[config.mk]
export PLATFORM = sky130hd
export DESIGN_NAME = gamma_camera_listmode_lor_decoder_unit
export DESIGN_NICKNAME = d
export VERILOG_FILES = /design/src/rtl/lmlor_pkg.sv /design/src/rtl/gamma_camera_listmode_lor_decoder_unit.sv /design/src/rtl/lmlor_front.sv /design/src/rtl/lmlor_queue.sv /design/src/rtl/lmlor_back.sv
export SDC_FILE = /design/constraint.sdc
export NUM_CORES = 2
export LEC_CHECK = 0
export ABC_AREA = 1
export BUFFER_PORTS_ARGS = -buffer_cell sky130_fd_sc_hd__clkbuf_2
export CAP_MARGIN = 20
export CORE_ASPECT_RATIO = 0.7
export CORE_MARGIN = 5
export CORE_UTILIZATION = 40
export DETAILED_ROUTE_END_ITERATION = 8
export GPL_ROUTABILITY_DRIVEN = 0
export PLACE_DENSITY = 0.53
export SLEW_MARGIN = 0
export SYNTH_ARGS = -nofsm -noshare
export SYNTH_HDL_FRONTEND = slang
export SYNTH_SLANG_ARGS = --single-unit
[constraint.sdc]
create_clock -name clk_i -period 6.8 [get_ports clk_i]
set_clock_uncertainty 0.05 [all_clocks]
set_input_delay 0.68 -clock clk_i [delete_from_list [all_inputs] [get_ports clk_i]]
set_output_delay 0.68 -clock clk_i [all_outputs]
set_load 0.02 [all_outputs]
[src/rtl/lmlor_pkg.sv]
package lmlor_pkg;

  localparam int unsigned WordW   = 32;
  localparam int unsigned PosW    = 10;
  localparam int unsigned IncW    = 40;
  localparam int unsigned TimeW   = 64;
  localparam int unsigned CoordW  = 16;
  localparam int unsigned FarZW   = 17;
  localparam int unsigned TickW   = 32;
  localparam int unsigned SepW    = 16;

  // one decoded data word, handed from the front end to the back end
  typedef struct packed {
    logic            emit;
    logic [IncW-1:0] inc;
    logic [PosW-1:0] xn;
    logic [PosW-1:0] yn;
    logic [PosW-1:0] xf;
    logic [PosW-1:0] yf;
  } lmlor_entry_t;

  typedef struct packed {
    logic full;
    logic empty;
  } lmlor_qstat_t;

endpackage

[src/rtl/gamma_camera_listmode_lor_decoder_unit.sv]
// Channel   Dir  Handshake                        Payload
// in        in   in_valid_i / in_ready_o          word_i
// out       out  out_valid_o / out_ready_i        lor_time_o, x/y near, x/y far, far_z_o
// cfg       in   psel, penable, pwrite; pready=1  ms_per_tick (0x0), head_spacing (0x4)
//
// One word per cycle while the queue has room. A line's last word passes through the
// queue into the output register behind out_valid_o. The rate-setting loop is the
// 64-bit time accumulator add in the back end. Reset clears flags, tag, time and queue.
// A stalled output holds back only emitting entries; the queue between the
// decoder and the accumulator absorbs QUEUE_DEPTH words before in_ready_o falls.
module gamma_camera_listmode_lor_decoder_unit #(
  parameter int unsigned QUEUE_DEPTH = 4
) (
  input  logic                          clk_i,
  input  logic                          rst_ni,
  input  logic                          in_valid_i,
  output logic                          in_ready_o,
  input  logic [lmlor_pkg::WordW-1:0]   word_i,
  output logic                          out_valid_o,
  input  logic                          out_ready_i,
  output logic [lmlor_pkg::TimeW-1:0]   lor_time_o,
  output logic [lmlor_pkg::CoordW-1:0]  x_near_o,
  output logic [lmlor_pkg::CoordW-1:0]  y_near_o,
  output logic [lmlor_pkg::CoordW-1:0]  x_far_o,
  output logic [lmlor_pkg::CoordW-1:0]  y_far_o,
  output logic [lmlor_pkg::FarZW-1:0]   far_z_o,
  input  logic                          psel,
  input  logic                          penable,
  input  logic                          pwrite,
  input  logic [2:0]                    paddr,
  input  logic [31:0]                   pwdata,
  output logic [31:0]                   prdata,
  output logic                          pready
);
  import lmlor_pkg::*;

  localparam logic       RegTick = 1'b0;
  localparam logic       RegSep  = 1'b1;
  localparam logic [TickW-1:0] TickReset = 32'h0100_0000;

  logic [TickW-1:0] ms_per_tick_q;
  logic [SepW-1:0]  head_spacing_q;
  logic             wr_en;

  logic             push, pop;
  lmlor_entry_t     entry, head;
  lmlor_qstat_t     qstat;

  assign pready = 1'b1;
  assign wr_en  = psel && penable && pwrite;
  assign prdata = (paddr[2] == RegSep) ? {16'h0000, head_spacing_q} : ms_per_tick_q;

  always_ff @(posedge clk_i or negedge rst_ni) begin
    if (!rst_ni) begin
      ms_per_tick_q  <= TickReset;
      head_spacing_q <= '0;
    end else if (wr_en) begin
      if (paddr[2] == RegTick) begin
        ms_per_tick_q <= pwdata;
      end else begin
        head_spacing_q <= pwdata[SepW-1:0];
      end
    end
  end

  lmlor_front u_front (
    .clk_i         (clk_i),
    .rst_ni        (rst_ni),
    .in_valid_i    (in_valid_i),
    .in_ready_o    (in_ready_o),
    .word_i        (word_i),
    .ms_per_tick_i (ms_per_tick_q),
    .q_full_i      (qstat.full),
    .push_o        (push),
    .entry_o       (entry)
  );

  lmlor_queue #(
    .DEPTH (QUEUE_DEPTH)
  ) u_queue (
    .clk_i   (clk_i),
    .rst_ni  (rst_ni),
    .push_i  (push),
    .entry_i (entry),
    .pop_i   (pop),
    .head_o  (head),
    .stat_o  (qstat)
  );

  lmlor_back u_back (
    .clk_i          (clk_i),
    .rst_ni         (rst_ni),
    .head_i         (head),
    .qstat_i        (qstat),
    .pop_o          (pop),
    .head_spacing_i (head_spacing_q),
    .out_valid_o    (out_valid_o),
    .out_ready_i    (out_ready_i),
    .lor_time_o     (lor_time_o),
    .x_near_o       (x_near_o),
    .y_near_o       (y_near_o),
    .x_far_o        (x_far_o),
    .y_far_o        (y_far_o),
    .far_z_o        (far_z_o)
  );

  a_no_overflow: assert property (@(posedge clk_i) disable iff (!rst_ni)
    push |-> !qstat.full)
    else $error("push into a full queue");

  a_no_underflow: assert property (@(posedge clk_i) disable iff (!rst_ni)
    pop |-> !qstat.empty)
    else $error("pop from an empty queue");

  a_no_clobber: assert property (@(posedge clk_i) disable iff (!rst_ni)
    (pop && head.emit) |-> (!out_valid_o || out_ready_i))
    else $error("pending result overwritten");

  a_emit_shows: assert property (@(posedge clk_i) disable iff (!rst_ni)
    (pop && head.emit) |=> out_valid_o)
    else $error("emitted entry did not reach the output");

endmodule

[src/rtl/lmlor_front.sv]
module lmlor_front (
  input  logic                            clk_i,
  input  logic                            rst_ni,
  input  logic                            in_valid_i,
  output logic                            in_ready_o,
  input  logic [lmlor_pkg::WordW-1:0]     word_i,
  input  logic [lmlor_pkg::TickW-1:0]     ms_per_tick_i,
  input  logic                            q_full_i,
  output logic                            push_o,
  output lmlor_pkg::lmlor_entry_t         entry_o
);
  import lmlor_pkg::*;

  localparam logic [WordW-1:0] MarkerWord = 32'hFACE_FACE;
  localparam logic [7:0]       TagLimit   = 8'd130;

  localparam int unsigned FXn     = 0;
  localparam int unsigned FYn     = 1;
  localparam int unsigned FXf     = 2;
  localparam int unsigned FYf     = 3;
  localparam int unsigned FFirst  = 4;
  localparam int unsigned FSecond = 5;

  logic            skip_q, skip_d;
  logic [7:0]      last_tag_q, last_tag_d;
  logic [5:0]      flags_q, flags_d;
  logic [PosW-1:0] xn_q, yn_q, xf_q, yf_q;
  logic [PosW-1:0] xn_d, yn_d, xf_d, yf_d;

  logic            accept, is_data;
  logic [7:0]      tag, diff;
  logic [PosW-1:0] pos;
  logic            tx, ty, far_head, second;
  logic [5:0]      f;
  logic            emit;

  assign in_ready_o = !q_full_i;
  assign accept     = in_valid_i && !q_full_i;
  assign is_data    = !skip_q && (word_i != MarkerWord);

  assign tag  = word_i[31:24];
  assign diff = tag - last_tag_q;

  // inverted, descrambled position bits (top ten of a 14-bit ones' complement)
  assign pos = ~{word_i[8], word_i[10], word_i[12], word_i[14], word_i[16],
                 word_i[21], word_i[19], word_i[18], word_i[11], word_i[13]};

  assign tx       = !word_i[7];
  assign ty       = !word_i[9];
  assign far_head = !word_i[23];
  assign second   = word_i[22];

  always_comb begin
    f    = flags_q;
    xn_d = xn_q;
    yn_d = yn_q;
    xf_d = xf_q;
    yf_d = yf_q;
    if (tx) begin
      if (second) begin
        f[FSecond] = 1'b1;
      end else begin
        f[FFirst] = 1'b1;
        f[FYf:FXn] = 4'b0000;
      end
      if (far_head) begin
        xf_d = pos;
        f[FXf] = 1'b1;
      end else begin
        xn_d = pos;
        f[FXn] = 1'b1;
      end
    end
    if (ty) begin
      if (far_head) begin
        yf_d = pos;
        f[FYf] = 1'b1;
      end else begin
        yn_d = pos;
        f[FYn] = 1'b1;
      end
    end
    emit    = &f;
    flags_d = emit ? 6'b000000 : f;
  end

  always_comb begin
    skip_d     = skip_q;
    last_tag_d = last_tag_q;
    if (accept) begin
      if (skip_q) begin
        skip_d = 1'b0;
      end else if (word_i == MarkerWord) begin
        skip_d = 1'b1;
      end else begin
        last_tag_d = tag;
      end
    end
  end

  assign push_o     = accept && is_data;
  assign entry_o.emit = emit;
  assign entry_o.inc  = (diff < TagLimit) ? (IncW'(diff) * IncW'(ms_per_tick_i)) : '0;
  assign entry_o.xn   = xn_d;
  assign entry_o.yn   = yn_d;
  assign entry_o.xf   = xf_d;
  assign entry_o.yf   = yf_d;

  always_ff @(posedge clk_i or negedge rst_ni) begin
    if (!rst_ni) begin
      skip_q     <= 1'b0;
      last_tag_q <= '0;
      flags_q    <= '0;
      xn_q       <= '0;
      yn_q       <= '0;
      xf_q       <= '0;
      yf_q       <= '0;
    end else begin
      skip_q     <= skip_d;
      last_tag_q <= last_tag_d;
      if (push_o) begin
        flags_q <= flags_d;
        xn_q    <= xn_d;
        yn_q    <= yn_d;
        xf_q    <= xf_d;
        yf_q    <= yf_d;
      end
    end
  end

endmodule

[src/rtl/lmlor_queue.sv]
module lmlor_queue #(
  parameter int unsigned DEPTH = 4
) (
  input  logic                    clk_i,
  input  logic                    rst_ni,
  input  logic                    push_i,
  input  lmlor_pkg::lmlor_entry_t entry_i,
  input  logic                    pop_i,
  output lmlor_pkg::lmlor_entry_t head_o,
  output lmlor_pkg::lmlor_qstat_t stat_o
);
  import lmlor_pkg::*;

  localparam int unsigned AW = (DEPTH > 1) ? $clog2(DEPTH) : 1;
  localparam int unsigned CW = $clog2(DEPTH + 1);

  lmlor_entry_t    slots_q [DEPTH];
  logic [AW-1:0]   wr_q, wr_d, rd_q, rd_d;
  logic [CW-1:0]   cnt_q, cnt_d;

  function automatic logic [AW-1:0] nxt(input logic [AW-1:0] p);
    return (p == AW'(DEPTH - 1)) ? '0 : p + 1'b1;
  endfunction

  assign stat_o.full  = (cnt_q == CW'(DEPTH));
  assign stat_o.empty = (cnt_q == '0);
  assign head_o       = slots_q[rd_q];

  always_comb begin
    wr_d  = push_i ? nxt(wr_q) : wr_q;
    rd_d  = pop_i ? nxt(rd_q) : rd_q;
    cnt_d = cnt_q;
    if (push_i && !pop_i) begin
      cnt_d = cnt_q + 1'b1;
    end else if (!push_i && pop_i) begin
      cnt_d = cnt_q - 1'b1;
    end
  end

  always_ff @(posedge clk_i or negedge rst_ni) begin
    if (!rst_ni) begin
      wr_q  <= '0;
      rd_q  <= '0;
      cnt_q <= '0;
    end else begin
      wr_q  <= wr_d;
      rd_q  <= rd_d;
      cnt_q <= cnt_d;
    end
  end

  always_ff @(posedge clk_i) begin
    if (push_i) begin
      slots_q[wr_q] <= entry_i;
    end
  end

endmodule

[src/rtl/lmlor_back.sv]
module lmlor_back (
  input  logic                          clk_i,
  input  logic                          rst_ni,
  input  lmlor_pkg::lmlor_entry_t       head_i,
  input  lmlor_pkg::lmlor_qstat_t       qstat_i,
  output logic                          pop_o,
  input  logic [lmlor_pkg::SepW-1:0]    head_spacing_i,
  output logic                          out_valid_o,
  input  logic                          out_ready_i,
  output logic [lmlor_pkg::TimeW-1:0]   lor_time_o,
  output logic [lmlor_pkg::CoordW-1:0]  x_near_o,
  output logic [lmlor_pkg::CoordW-1:0]  y_near_o,
  output logic [lmlor_pkg::CoordW-1:0]  x_far_o,
  output logic [lmlor_pkg::CoordW-1:0]  y_far_o,
  output logic [lmlor_pkg::FarZW-1:0]   far_z_o
);
  import lmlor_pkg::*;

  localparam logic [CoordW-1:0] PosScale   = 16'd59;
  localparam logic [PosW:0]     MirrorBase = 11'd1024;
  localparam logic [FarZW-1:0]  FarZOffset = 17'd10;

  logic [TimeW-1:0]  time_q, time_d;
  logic              out_valid_q, out_valid_d;
  logic [TimeW-1:0]  lor_time_q;
  logic [CoordW-1:0] x_near_q, y_near_q, x_far_q, y_far_q;
  logic [FarZW-1:0]  far_z_q;
  logic [PosW:0]     y_mirror;
  logic              load;

  // an emitting entry waits until the output register is free
  assign pop_o    = !qstat_i.empty && (!head_i.emit || !out_valid_q || out_ready_i);
  assign load     = pop_o && head_i.emit;
  assign time_d   = pop_o ? time_q + TimeW'(head_i.inc) : time_q;
  assign y_mirror = MirrorBase - {1'b0, head_i.yf};

  always_comb begin
    out_valid_d = out_valid_q;
    if (load) begin
      out_valid_d = 1'b1;
    end else if (out_ready_i) begin
      out_valid_d = 1'b0;
    end
  end

  always_ff @(posedge clk_i or negedge rst_ni) begin
    if (!rst_ni) begin
      time_q      <= '0;
      out_valid_q <= 1'b0;
    end else begin
      time_q      <= time_d;
      out_valid_q <= out_valid_d;
    end
  end

  always_ff @(posedge clk_i) begin
    if (load) begin
      lor_time_q <= time_d;
      x_near_q   <= CoordW'(head_i.xn) * PosScale;
      y_near_q   <= CoordW'(head_i.yn) * PosScale;
      x_far_q    <= CoordW'(head_i.xf) * PosScale;
      y_far_q    <= CoordW'(y_mirror) * PosScale;
      far_z_q    <= FarZW'(head_spacing_i) + FarZOffset;
    end
  end

  assign out_valid_o = out_valid_q;
  assign lor_time_o  = lor_time_q;
  assign x_near_o    = x_near_q;
  assign y_near_o    = y_near_q;
  assign x_far_o     = x_far_q;
  assign y_far_o     = y_far_q;
  assign far_z_o     = far_z_q;

endmodule

==> results.yml <==
clock_network:
  clk_path_buf_depth: 3
  cts_setup_buffers: 0
  cts_buffers: 72
  root_buffer: "clkbuf_16"
  cts_hold_buf: 0
  cts_tree: "built"
  post_cts_resized: 0
  clock_sink_count: 644
  insertion_delay_ns: 0.65
  htree_levels: 3
  clk_pin_slew_ns: 0.06
synthesis:
  synthTopCellsByArea: "edfxtp_1 33%, fa_1 13%, dfrtp_1 10%"
  synth-simple-area-share: 0.184
  synth_top_family_by_area: "adder cells"
  synth_edf_count: 469
  async_reset_ff_frac: 0.272
  synth_xor_area_frac: 0.0226
  synthAdderAreaFrac: 0.202
  synthesis.area_um2: 43100
  ys_seq_elements: 644
  muxShareOfSynthArea: 0
  synth_cell_types: 53
  synthFlopType: "edfxtp_1"
  yosys_warnings: 0
  syn_area_per_cell_um2: 8.93
  syn_nets: 5427
  synth.largest_area_cell: "edfxtp_1"
  ys_seq_area_frac: 0.429
  synthCells: 4825
  yosys.area.top_type_share: 0.327
  synth_compound_area_frac: 0.0748
place:
  io_buffer_count: 250
  post_dp_cell_area_um2: 46000
  dpl.hpwl_um: 81800
final_layout:
  drive_gt1_frac: 0.0867
  fill_cells: 10500
  final_nets: 5675
  area_delta_synth_final_pct: 12.2
  mostFrequentLayoutCells: "1149 x nand2_1, 834 x inv_1, 588 x nor2_1, 469 x edfxtp_1, 295 x o21ai_0"
  layout.cells.most_common: "nand2_1"
  fin_area_um2: 48300
  antenna_cells: 0
floorplanning:
  initial_core_util: 0.404
  fp.coreArea_um2: 107000
  rows: 100
  io_pins: 254
  die_x_um: 402
  dieArea_um2: 114000
  die_h_um: 285
routing:
  routed_wl_um: 110000
  drc: 0
  drt-vias-per-instance: 4.86
  first_iter_violations: 2105
  firstDrtPassIters: 5
  vias: 31900
  wire_per_inst_um: 16.8
  ant_nets: 0
critical_path:
  startpoint_type: "flip-flop"
  required_ns: 7.14
  slowest_delay_ns: 0.55
  crit_arrival_ns: 6.59
  worstSetupPathType: "reg -> reg"
  end_kind: "flip-flop"
  path_max_fanout: 19
  crit_path_top_delay_cell: "fa_1"
timing:
  slew_violations: 0
  max_freq_mhz: 160
  slew_headroom: 0.316
  hold_violations: 0
  fin_crit_sh: 0.919
  worst_slew_pin_slew_ns: 1.02
  fin_crit_ns: 6.25
  rsz0062_at_grt: "no"
  final-setup-viol-count: 0
  tns_ns: 0
job:
  drv_cap: 0
grt:
  grt_overflow: 0
  antenna_found_initial: 0
  grt_pass1_vias: 31200
  track_usage: 0.194
  grt_max_degree: 88
  grt_pass1_wl_um: 177000
min_path:
  hold_class: "in -> async"
run_status:
  run_status: "complete, no violations"
## cells by family (layout without fill, tap and decap cells)
family                     count (synthesis)  in the layout
other                                      1              1
xor gates and xnor gates                 111            111
adders and majority gates                528            528
buffers and inverters                    971           1277
and+or+nand+nor                         1991           1991
DFF                                      644            644
AOI/OAI and AO/OA                        579            579
## Yosys cell counts (20+ instances only)
| master | number |
|---|---|
| edfxtp_1 | 469 |
| ha_1 | 251 |
| nand2_1 | 1151 |
| buf_2 | 28 |
| clkbuf_1 | 74 |
| nand3b_1 | 20 |
| fa_1 | 277 |
| o22ai_1 | 63 |
| nand4_1 | 29 |
| dfrtp_1 | 174 |
| a21oi_1 | 124 |
| nor2_1 | 592 |
| nand3_1 | 152 |
| inv_1 | 836 |
| xnor2_1 | 59 |
| o21ai_0 | 295 |
| o21a_1 | 28 |
| xor2_1 | 52 |
## path summary, 6_finish.rpt
path                                               endpoint  slack (ns)  cells past startpoint                         startpoint
max                        u_queue.slots_q[3][74]$_DFFE_PP_        0.55                     27  u_front.last_tag_q[2]$_DFFE_PN0P_
min                             u_front.yf_q[0]$_DFFE_PN0P_        0.01                      1                             rst_ni
max reg2reg                u_queue.slots_q[3][74]$_DFFE_PP_        0.55                     27  u_front.last_tag_q[2]$_DFFE_PN0P_
min reg2reg                     u_front.yf_q[4]$_DFFE_PN0P_        0.43                      2        u_front.yf_q[4]$_DFFE_PN0P_
max in group asynchronous       u_queue.rd_q[0]$_DFFE_PN0P_        5.10                      2                             rst_ni
min in group clk_i           u_back.out_valid_o$_DFFE_PN0P_        0.17                      2                        out_ready_i
## flip-flops by register name (all words and copies together) (netlist names)
| register | flops |
|---|---|
| u_front.skip_q | 1 |
| u_front.yn_q | 10 |
| u_queue.rd_q | 2 |
| u_back.lor_time_o | 64 |
| u_front.xf_q | 10 |
| ms_per_tick_q | 32 |
| u_front.yf_q | 10 |
| u_queue.wr_q | 2 |
| u_queue.slots_q | 324 |
| u_back.x_far_o | 16 |
| head_spacing_q | 16 |
| u_back.out_valid_o | 1 |
| u_back.time_q | 64 |
| u_back.y_near_o | 16 |
| u_queue.cnt_q | 3 |
| u_back.y_far_o | 16 |
| u_back.far_z_o | 17 |
| u_front.flags_q | 6 |
| u_front.xn_q | 10 |
| u_front.last_tag_q | 8 |
| u_back.x_near_o | 16 |
## layout make-up
cell class	count	area, um2	area share
clock buffers	101	2050	0.0423
clock inverters	31	269	0.00557
inverters	843	3170	0.0657
multi-input cells	3210	20900	0.431
flip-flops and latches	644	18500	0.382
well taps	1428	1790	0.0370
repair buffers	302	1740	0.0360
## through the flow
step	worst slack [ns]	hold slack, ns	utilization	std cells
2_1_floorplan	0.869	0.334	-	4825
3_3_place_gp	0.219	0.412	0.432	6427
3_5_place_dp	0.180	0.416	0.432	6427
4_1_cts	0.600	0.0394	0.453	6559
5_1_grt	0.0684	0.0610	0.453	6559
6_report	0.550	0.0111	0.453	6559
## metal layers
layer  GRT usage  wire length (um)  part of all wire
met1       0.281             52300              0.47
met2       0.307             49800              0.45
met3      0.0365              6210             0.056
met4      0.0358              1910             0.017
met5           0                 0                 0
## worst max-delay path: cells and delay by family (launching register included)
| family | cells | cell delay (ns) |
|---|---|---|
| and+or+nand+nor | 11 | 0.99 |
| buffers and inverters | 6 | 0.92 |
| AOI/OAI and AO/OA | 4 | 0.89 |
| adders and majority gates | 6 | 2.78 |
| DFF | 1 | 0.35 |
Power is not shown: default switching activity piles up to over one toggle a cycle in this logic, so the estimate is an artifact.
